`src/hw/rtl/sbwc_pkg.sv`:
```
// Shared widths, codes and helpers for the swept box wall collision core.
package sbwc_pkg;

	localparam int CW   = 32;
	localparam int FB   = 16;
	localparam int SW   = CW + 1;
	localparam int DMW  = CW + 1;
	localparam int LOB  = (DMW + 1) / 2;
	localparam int HIB  = DMW - LOB;
	localparam int SMW  = CW - 1;
	localparam int PMW  = SMW + DMW;
	localparam int OMW  = PMW - FB;
	localparam int OW   = OMW + 1;
	localparam int IW   = OW + 2;
	localparam int NB   = CW + 1 + FB;
	localparam int RW   = CW + 2;
	localparam int QCW  = $clog2(NB);
	localparam int DQW  = 2 * CW;
	localparam int CIW  = 2;

	localparam logic [CIW-1:0] REG_HB_LEFT   = CIW'(0);
	localparam logic [CIW-1:0] REG_HB_RIGHT  = CIW'(1);
	localparam logic [CIW-1:0] REG_HB_BOTTOM = CIW'(2);
	localparam logic [CIW-1:0] REG_HB_TOP    = CIW'(3);

	localparam logic signed [IW-1:0] CMAX_I = {{(IW-CW+1){1'b0}}, {(CW-1){1'b1}}};
	localparam logic signed [IW-1:0] CMIN_I = ~CMAX_I;

	typedef enum logic [4:0] {
		CMD_NONE, CMD_START, CMD_WALL, CMD_SETUP, CMD_TEST, CMD_DIV_STEP, CMD_SLOPE,
		CMD_MUL1, CMD_MUL2, CMD_MUL3, CMD_MUL4, CMD_ISUM, CMD_NEXT_AXIS, CMD_KEEP,
		CMD_SLIDE, CMD_CLIP, CMD_SQX, CMD_SQY, CMD_UPDATE, CMD_EMIT
	} cmd_t;

	typedef enum logic [4:0] {
		ST_IDLE, ST_SETUP, ST_TEST, ST_DIV, ST_SLOPE, ST_MUL1, ST_MUL2, ST_MUL3,
		ST_MUL4, ST_ISUM, ST_ICMP, ST_NEXT, ST_KEEP, ST_SLIDE, ST_CLIP, ST_SQX,
		ST_SQY, ST_UPDATE, ST_EMIT
	} state_t;

	typedef struct packed {
		logic sp_zero;
		logic skip;
		logic div_last;
		logic hit;
		logic flush;
		logic axis;
		logic is_start;
		logic last;
		logic out_full;
	} status_t;

	function automatic logic signed [IW-1:0] sx(input logic signed [CW-1:0] v);
		return {{(IW-CW){v[CW-1]}}, v};
	endfunction

	function automatic logic signed [CW-1:0] sat_c(input logic signed [IW-1:0] v);
		logic signed [CW-1:0] r;
		r = v[CW-1:0];
		if (v > CMAX_I) r = CMAX_I[CW-1:0];
		else if (v < CMIN_I) r = CMIN_I[CW-1:0];
		return r;
	endfunction

endpackage

```
`src/hw/rtl/sbwc_ctrl.sv`:
```
// Sequencing state machine for the swept box wall collision core.
module sbwc_ctrl import sbwc_pkg::*; (
	input  logic    clk,
	input  logic    arst_n,
	input  logic    in_valid,
	input  logic    func,
	input  status_t status,
	output logic    in_stall,
	output cmd_t    cmd
);

	state_t state_q, state_d;

	always_ff @(posedge clk or negedge arst_n) begin
		if (!arst_n) state_q <= ST_IDLE;
		else state_q <= state_d;
	end

	always_comb begin
		state_d = state_q;
		unique case (state_q)
			ST_IDLE:   if (in_valid) state_d = func ? ST_SETUP : ST_SQX;
			ST_SETUP:  state_d = ST_TEST;
			ST_TEST: begin
				if (status.sp_zero) state_d = status.axis ? ST_KEEP : ST_NEXT;
				else if (status.skip) state_d = ST_KEEP;
				else state_d = ST_DIV;
			end
			ST_DIV:    if (status.div_last) state_d = ST_SLOPE;
			ST_SLOPE:  state_d = ST_MUL1;
			ST_MUL1:   state_d = ST_MUL2;
			ST_MUL2:   state_d = ST_MUL3;
			ST_MUL3:   state_d = ST_MUL4;
			ST_MUL4:   state_d = ST_ISUM;
			ST_ISUM:   state_d = ST_ICMP;
			ST_ICMP: begin
				if (status.hit) state_d = status.flush ? ST_SLIDE : ST_CLIP;
				else state_d = status.axis ? ST_KEEP : ST_NEXT;
			end
			ST_NEXT:   state_d = ST_SETUP;
			ST_KEEP, ST_SLIDE, ST_CLIP: state_d = ST_SQX;
			ST_SQX:    state_d = ST_SQY;
			ST_SQY:    state_d = ST_UPDATE;
			ST_UPDATE: state_d = status.last ? ST_EMIT : ST_IDLE;
			ST_EMIT:   if (!status.out_full) state_d = ST_IDLE;
			default:   state_d = ST_IDLE;
		endcase
	end

	always_comb begin
		cmd = CMD_NONE;
		unique case (state_q)
			ST_IDLE:   if (in_valid) cmd = func ? CMD_WALL : CMD_START;
			ST_SETUP:  cmd = CMD_SETUP;
			ST_TEST:   cmd = CMD_TEST;
			ST_DIV:    cmd = CMD_DIV_STEP;
			ST_SLOPE:  cmd = CMD_SLOPE;
			ST_MUL1:   cmd = CMD_MUL1;
			ST_MUL2:   cmd = CMD_MUL2;
			ST_MUL3:   cmd = CMD_MUL3;
			ST_MUL4:   cmd = CMD_MUL4;
			ST_ISUM:   cmd = CMD_ISUM;
			ST_ICMP:   cmd = CMD_NONE;
			ST_NEXT:   cmd = CMD_NEXT_AXIS;
			ST_KEEP:   cmd = CMD_KEEP;
			ST_SLIDE:  cmd = CMD_SLIDE;
			ST_CLIP:   cmd = CMD_CLIP;
			ST_SQX:    cmd = CMD_SQX;
			ST_SQY:    cmd = CMD_SQY;
			ST_UPDATE: cmd = CMD_UPDATE;
			ST_EMIT:   cmd = status.out_full ? CMD_NONE : CMD_EMIT;
			default:   cmd = CMD_NONE;
		endcase
	end

	assign in_stall = (state_q != ST_IDLE);

endmodule

```
`config.mk`:
```
export PLATFORM = sky130hd
export DESIGN_NAME = sbwc_ctrl
export DESIGN_NICKNAME = d
export VERILOG_FILES = /design/src/hw/rtl/sbwc_pkg.sv /design/src/hw/rtl/sbwc_ctrl.sv
export SDC_FILE = /design/constraint.sdc
export NUM_CORES = 1
export LEC_CHECK = 0
export BUFFER_PORTS_ARGS = -buffer_cell sky130_fd_sc_hd__buf_2
export CAP_MARGIN = 20
export CORE_AREA = 8 8 51 53
export CTS_BUF_LIST = sky130_fd_sc_hd__clkbuf_16
export DETAILED_ROUTE_END_ITERATION = 8
export DIE_AREA = 0 0 59 61
export PLACE_DENSITY = 0.71
export SETUP_SLACK_MARGIN = 0.1
export SLEW_MARGIN = 20
export SYNTH_ARGS = -nofsm -noshare
export SYNTH_HDL_FRONTEND = slang
export SYNTH_SLANG_ARGS = --single-unit
```
`constraint.sdc`:
```
create_clock -name clk -period 1.5 [get_ports clk]
set_input_delay 0.15 -clock clk [delete_from_list [all_inputs] [get_ports clk]]
set_output_delay 0.15 -clock clk [all_outputs]
set_load 0.1 [all_outputs]
```
==> summary.txt, run 1 <==
Status
  – Run status: complete, but fails checks
  – Failing checks: setup timing

Setup path
  – Crit Path Class: flip-flop to primary output
  – Endpoint class of the critical path: primary output
  – FF-to-FF Start: state_q[3]
  – R2r endpoint: state_q[2]
  – Crit-path max FO: 6
  – Worst EP required: 1.35 ns
  – Crit path to: cmd[1]
  – Reg2Reg Depth: 6
  – Flop-to-flop setup slack: -0.21 ns
  – Setup crit start kind: flip-flop
  – CP arrival: 1.61 ns
  – Setup crit start: state_q[1]

Timing
  – Max-slew violations: 0
  – Final worst slack: -0.263 ns
  – Fin crit period: 1.76 ns
  – Fmax: 567 MHz
  – RSZ-0062 raised after global routing: yes
  – Rel. slew slack: 0.836
  – Hold Violations, Final: 0
  – Setup violators final: 10
  – Worst slew pin tran: 0.244 ns
  – Final period util: 1.18
  – Fin Clk Skew: 0.000231 ns

Routing
  – Final WL: 3100 µm
  – First drt pass iteration count: 4
  – M1 wire length: 1220 µm
  – DR WL met2: 1650 µm
  – Top layer used by detailed routing: met4
  – DR vias: 972
  – DRT iter0 DRCs: 13
  – ANT nets after route: 0
  – Met3 wire length: 68 µm
  – Vias per inst: 5.68
  – Wire length per cell: 18.1 µm
  – DR DRC count: 0

Placement
  – IO Port Bufs: 17
  – Final HPWL DP: 2010 µm
  – GP Congestion: 0.890
  – Pre-CTS WS: -0.124 ns

Clock tree
  – CTS sink cnt: 5
  – Clk buf depth: 2
  – Clock Pin Slew Worst Setup and Hold Paths: 0.03 ns
  – TritonCTS clock tree: built
  – Clock H-tree levels: 1
  – CTS Buf Count: 3
  – Worst-skew pair later-pin latency: 0.22 ns
  – CTS Root Cell: clkbuf_16

Global routing
  – First-pass GRT wire length: 5090 µm
  – Largest net degree at the start of global routing: 12
  – Global-route usage over all layers: 0.184
  – Vias in the first global route: 1091
  – Initial antenna violation count: 0
  – Final global-route overflow total: 0

Yosys
  – Cell Area, Synth: 689 µm²
  – Ranking of synthesized cells by area: dfrtp_1 18%, o21ai_0 6.5%, a21oi_1 4.4%
  – Post-synth cell types: 42
  – Syn Nets: 110
  – Mean post-synth cell area: 7.11 µm²
  – #FFs+latches synth: 5
  – Synth top area share: 0.181
  – Leading register cell type out of synthesis: dfrtp_1
  – Fraction of registers with async set/reset: 1.00
  – Syn Inst Count: 97
  – EDFF count, synth: 0
  – Top-count cell post-synth: o21ai_0
  – Largest area contributor in the netlist: dfrtp_1
  – Seq/Total Area, Yosys: 0.181
  – Synth warn: 0
  – Top cells by count, synth: 9 x o21ai_0, 8 x nand2_1, 6 x a21oi_1, 6 x buf_2, 6 x nor2_1

Final layout
  – Top reg by flops: state_q
  – P&R area growth vs syn: 112%
  – Nets: 158
  – Max reg flops: 5
  – Regs by FF count: state_q x5
  – Share of layout cells above drive strength 1: 0.646
  – Diode count: 0

Hold path
  – Worst min-delay path category: input port to flip-flop

Die
  – Chip width: 59 µm
  – Die height: 61 µm
  – Starting Density: 0.374
  – IO Pins: 19
  – Cell row count: 16
  – Die ar.: 3600 µm²
  – Core box area: 1840 µm²

Flow run
  – Total of max-cap violations: 0
## worst min path at each step
stage                    from         end  slack [ns]  cells past startpoint
floorplan              arst_n  state_q[0]       -0.15                      0
global placement       arst_n  state_q[2]       -0.03                      1
detailed placement     arst_n  state_q[4]       -0.03                      1
CTS                 status[0]  state_q[1]        0.24                      3
global route        status[0]  state_q[1]        0.26                      3
finish              status[0]  state_q[1]        0.25                      3
## cell families (layout without fill, tap and decap cells)
family | after synthesis | count (layout) | synth area share
AOI/OAI and AO/OA | 39 | 39 | 0.390
and+or+nand+nor | 34 | 34 | 0.270
buffers and inverters | 16 | 63 | 0.114
DFF | 5 | 5 | 0.181
adders and majority gates | 1 | 1 | 0.0145
xor gates and xnor gates | 1 | 1 | 0.0127
muxes | 1 | 1 | 0.0163
## through the flow
step / hold slack (ns) / std cells / cell area [µm²] / utilization / setup TNS, ns
2_1_floorplan: -0.146 / 97 / 797 / - / -0.385
3_3_place_gp: -0.0329 / 154 / 1120 / 0.607 / -0.205
3_5_place_dp: -0.0308 / 154 / 1120 / 0.607 / -0.433
4_1_cts: 0.244 / 169 / 1410 / 0.768 / -1.35
5_1_grt: 0.257 / 171 / 1460 / 0.794 / -2.06
6_report: 0.254 / 171 / 1460 / 0.794 / -1.60
## cell type report
type | count | area [µm²]
clock buffer | 3 | 75.1
clock inverter | 1 | 3.75
fill | 129 | 379
inverter | 5 | 26.3
multi-input combinational | 76 | 683
sequential | 5 | 130
tap | 27 | 33.8
timing repair buffer | 54 | 510
## critical path, stage by stage, from the launching register on
cell and delay, ns:
dfrtp_2 0.43, buf_6 0.14, nor3_4 0.23, nand3_4 0.14
o221ai_4 0.23, buf_12 0.21
## cells in the final DEF (no fill, tap or decap), types with 2 or more instances in the layout
master / n
a21o_1: 2
a21oi_1: 4
a21oi_2: 2
a31oi_1: 3
buf_12: 8
buf_2: 11
buf_4: 26
buf_6: 8
clkbuf_16: 3
dfrtp_2: 4
inv_1: 4
nand2_1: 5
nand2_4: 2
nor2_1: 3
nor2_4: 3
nor2b_1: 2
nor3_1: 3
nor3_4: 3
o211ai_1: 3
o21a_1: 2
o21ai_0: 4
o21ai_1: 2
o21ai_4: 2
or3_1: 2
## per-layer routing
metal / track usage / up-vias
met5: 0 / -
met4: 0.150 / 0
met3: 0.0212 / 17
met2: 0.324 / 28
met1: 0.195 / 471
li1: - / 456
## what timing repair did
action,in CTS,in global routing
setup buffers,12,3
endpoints found under the setup margin,10,10
gates resized for setup,36,7
hold endpoints to repair,5,0
hold buffers,1,0
pin swaps,12,6
Power of run 1 is left out: the tool's default activity adds up to more than one toggle a clock period on the data nets, which glitch-free logic cannot reach.
==> inputs of run 2 (changes only) <==
CORE_AREA = 2 2 45 47   (was 8 8 51 53)
DIE_AREA = 0 0 47 49   (was 0 0 59 61)
PLACE_DENSITY = unset   (was 0.71)
PLACE_DENSITY_LB_ADDON = 0.05   (was unset)
==> run 2 against run 1 <==
Compared with the run above: the run still ends with setup timing left; clock skew is 0.0025 ns higher; flip-flop and latch count did not move; first-iteration DRC count rose to 3.2 times the previous value; die area shrank 36%; design area grew 5.2%; core utilization up 4.1 points; sequential share of layout area is 0.44 points lower; worst setup slack got worse by 0.017 ns; via count rose by 9.8%; global-route usage rose by 12 points; maximum frequency is 0.96% lower; register-to-register slack worse by 0.03 ns; critical path type unchanged; critical endpoint unchanged.
==> summary.txt, run 2 (same netlist as run 1, synthesis figures left out) <==
Routing
  – Wire length per cell: 20.2 µm
  – First drt pass iteration count: 4
  – DRT iter0 DRCs: 42
  – Vias per inst: 6.17
  – DR DRC count: 0
  – ANT nets after route: 0
  – Final WL: 3500 µm
  – DR vias: 1067

Final layout
  – Storage cell area: 130 µm²
  – Top reg by flops: state_q
  – Regs by FF count: state_q x5
  – Most common cell after layout, fill and taps aside: buf_4
  – Share of layout cells above drive strength 1: 0.692
  – Most frequent cells in the layout: 18 x buf_4, 17 x buf_6, 12 x buf_2
  – P&R area growth vs syn: 123%
  – Diode count: 0
  – Layout Utilization: 0.836
  – # fillers: 112
  – Nets: 160
  – Max reg flops: 5
  – Post-route cell area: 1540 µm²
  – Multi-input gate area: 718 µm²
  – Non-filler instance count after layout: 173

Timing
  – Rel. slew slack: 0.787
  – RSZ-0062 raised after global routing: yes
  – Fin crit period: 1.78 ns
  – Setup violators final: 9
  – Final setup TNS: -1.96 ns
  – Max-slew violations: 0
  – Final worst slack: -0.280 ns
  – Final period util: 1.19
  – Worst slew pin tran: 0.319 ns
  – Hold Violations, Final: 0
  – Fmax: 562 MHz
  – Fin Clk Skew: 0.00277 ns

Clock tree
  – TritonCTS clock tree: built
  – Clock Pin Slew Worst Setup and Hold Paths: 0.03 ns
  – CTS sink cnt: 5
  – CTS Buf Count: 3
  – Clock H-tree levels: 1
  – Clk buf depth: 2
  – Worst-skew pair later-pin latency: 0.23 ns
  – CTS Root Cell: clkbuf_16

Status
  – Failing checks: setup timing
  – Run status: complete, but fails checks

Setup path
  – Worst EP required: 1.35 ns
  – CP arrival: 1.63 ns
  – Setup crit start kind: flip-flop
  – Crit Path Class: flip-flop to primary output
  – Endpoint class of the critical path: primary output
  – Crit-path max FO: 4

Die
  – Cell row count: 16
  – Chip width: 47 µm
  – Core box area: 1840 µm²
  – Starting Density: 0.374
  – Die height: 49 µm
  – Die ar.: 2300 µm²
  – IO Pins: 19

Global routing
  – Largest net degree at the start of global routing: 12
  – Vias in the first global route: 985
  – Initial antenna violation count: 0
  – Final global-route overflow total: 0
  – First-pass GRT wire length: 4880 µm
  – Global-route usage over all layers: 0.303

Placement
  – IO Port Bufs: 17
  – Inst Count DP: 157
  – GP Congestion: 0.899
  – Final HPWL DP: 1820 µm
  – Cell Area, Placed: 1140 µm²

Flow run
  – Total of max-cap violations: 0

Hold path
  – Worst min-delay path category: input port to flip-flop
## run 2: metrics by stage
step	worst slack (ns)	hold WS (ns)
after floorplan	-0.177	-0.146
after global placement	-0.0841	-0.0371
after detailed placement	-0.102	-0.0364
after CTS	-0.249	0.248
after global routing	-0.338	0.305
final	-0.280	0.289
## run 2: worst max-delay path, stage by stage (launching register included)
cell and delay [ns]:
dfrtp_2 0.45, buf_6 0.13, nor2b_4 0.12, and2_4 0.16
o21ai_2 0.14, buf_6 0.13, o221ai_4 0.09, buf_12 0.18
## run 2: area by class of cell
class,instances,area share
Tap cell,27,0.0220
Multi-Input combinational cell,76,0.467
Clock buffer,3,0.0488
Timing Repair Buffer,56,0.362
Sequential cell,5,0.0846
Inverter,5,0.0138
Clock inverter,1,0.00244
## run 2: final timing paths
path,from,to,slack [ns],cells past startpoint
hold reg to reg,state_q[0],state_q[0],0.85,3
max in group asynchronous,arst_n,state_q[3],1.04,2
setup reg to reg,state_q[1],state_q[2],-0.24,5
setup / recovery,state_q[1],cmd[1],-0.28,7
hold / removal,status[0],state_q[1],0.29,3
min in group asynchronous,arst_n,state_q[4],0.31,2
## run 2: timing repair
item	4_1_cts	5_1_grt
pin swaps	15	13
hold buffers	1	0
endpoints found under the hold margin	5	0
setup endpoints to repair	10	10
setup buffers	9	2
cloned	1	0
gates resized for setup	39	19
## run 2: per-layer routing
metal,vias to the layer above,GRT usage,part of all wire
met1,520,0.367,0.38
met4,0,0.190,0.046
li1,464,-,-
met5,-,0,0
met3,16,0.0259,0.069
met2,67,0.489,0.51
Power of run 2 is left out for the same reason.
==> inputs of run 3 (changes only) <==
PLACE_DENSITY_LB_ADDON = 0.2   (was 0.05)
==> run 3 against run 2 <==
Compared with the run above: the flow still finishes with violations (setup timing); global-route usage grew 2.0 points; core utilization fell by 0.68 points; via count grew 2.9%; non-clock buffer count increased by 5; design area down 0.81%; clock skew is essentially flat; cell count is 2.9% higher; first-iteration DRC count increased by 24%; sequential share of layout area rose by 0.069 points; critical endpoint is now state_q[1].
==> summary.txt, run 3 (same netlist as run 1, synthesis figures left out) <==
Die
  – Chip width: 47 µm
  – Cell row count: 16
  – Core box area: 1840 µm²
  – IO Pins: 19
  – Starting Density: 0.374
  – Die height: 49 µm
  – Die ar.: 2300 µm²

Timing
  – Fmax: 551 MHz
  – Rel. slew slack: 0.722
  – Final worst slack: -0.316 ns
  – Worst slew pin tran: 0.415 ns
  – Setup violators final: 9
  – Max-slew violations: 0
  – Fin crit period: 1.82 ns
  – Final setup TNS: -1.87 ns
  – Fin Hold WS: 0.308 ns
  – RSZ-0062 raised after global routing: yes
  – Fin Clk Skew: 0.00278 ns
  – Hold Violations, Final: 0
  – Final period util: 1.21

Setup path
  – CP arrival: 1.95 ns
  – Setup crit start kind: flip-flop
  – Worst EP required: 1.63 ns
  – Endpoint class of the critical path: flip-flop
  – Crit-path max FO: 6
  – Crit Path Class: flip-flop to flip-flop

Clock tree
  – Worst-skew pair later-pin latency: 0.24 ns
  – CTS Buf Count: 3
  – CTS sink cnt: 5
  – Clock H-tree levels: 1
  – TritonCTS clock tree: built
  – CTS Root Cell: clkbuf_16
  – Clock Pin Slew Worst Setup and Hold Paths: 0.04 ns
  – Clk buf depth: 2

Final layout
  – # fillers: 108
  – Diode count: 0
  – Nets: 165
  – Storage cell area: 130 µm²
  – P&R area growth vs syn: 121%
  – Post-route cell area: 1530 µm²
  – Max reg flops: 5
  – Top reg by flops: state_q
  – Multi-input gate area: 708 µm²
  – Most common cell after layout, fill and taps aside: buf_4
  – Non-filler instance count after layout: 178
  – Share of layout cells above drive strength 1: 0.682
  – Most frequent cells in the layout: 31 x buf_4, 12 x buf_6, 11 x buf_2
  – Regs by FF count: state_q x5

Global routing
  – GR Util met2: 0.495
  – Largest net degree at the start of global routing: 12
  – Global-route usage over all layers: 0.323
  – Final global-route overflow total: 0
  – Initial antenna violation count: 0
  – Global routing usage on met1: 0.355
  – Grt peak-use layer: met2
  – First-pass GRT wire length: 5180 µm
  – Met3 GRT Util: 0.141
  – Vias in the first global route: 1067

Routing
  – DR DRC count: 0
  – Final WL: 3510 µm
  – First drt pass iteration count: 4
  – DR vias: 1098
  – ANT nets after route: 0
  – Wire length per cell: 19.7 µm
  – DRT iter0 DRCs: 52
  – Vias per inst: 6.17

Placement
  – Cell Area, Placed: 1110 µm²
  – GP Congestion: 0.953
  – IO Port Bufs: 17
  – Final HPWL DP: 1790 µm
  – Inst Count DP: 156

Status
  – Run status: complete, but fails checks
  – Failing checks: setup timing

Flow run
  – Total of max-cap violations: 0

Hold path
  – Worst min-delay path category: input port to asynchronous set/reset pin
[run 3: critical path, stage by stage (launching register included)]
cell,delay (ns)
dfrtp_2,0.46
buf_6,0.16
buf_6,0.11
or3_4,0.33
a22o_4,0.29
buf_4,0.14
o311ai_4,0.21
[run 3: through the flow]
step,worst slack (ns),util
after floorplan,-0.177,-
after global placement,-0.120,0.602
after detailed placement,-0.142,0.602
after CTS,-0.256,0.757
after global routing,-0.394,0.829
final,-0.316,0.829
[run 3: cell type report]
class	instances	area share
Clock buffer	3	0.0492
Clock inverter	1	0.00328
Multi-Input combinational cell	76	0.464
Tap cell	27	0.0221
Inverter	5	0.0139
Sequential cell	5	0.0852
Timing Repair Buffer	61	0.362
[run 3: worst paths after layout]
path / cells past startpoint / endpoint / startpoint / slack (ns)
min in group clk: 4 / state_q[3] / status[7] / 0.35
worst max register to register: 6 / state_q[1] / state_q[3] / -0.32
worst max-delay path: 6 / state_q[1] / state_q[3] / -0.32
max in group asynchronous: 2 / state_q[1] / arst_n / 1.04
worst min register to register: 3 / state_q[0] / state_q[0] / 0.77
worst min-delay path: 2 / state_q[2] / arst_n / 0.31
[run 3: per-layer routing]
layer  wire, µm  part of all wire
met4        245             0.070
met5          0                 0
met3        282             0.080
met1       1280              0.37
met2       1700              0.48
[run 3: repair_timing]
item                                    4_1_cts  5_1_grt
hold buffers                                  1        0
endpoints found under the setup margin       10       10
pin swaps                                    12       14
endpoints found under the hold margin         5        0
buffers inserted                             12        6
resized for setup                            32       18
Power of run 3 is left out for the same reason.
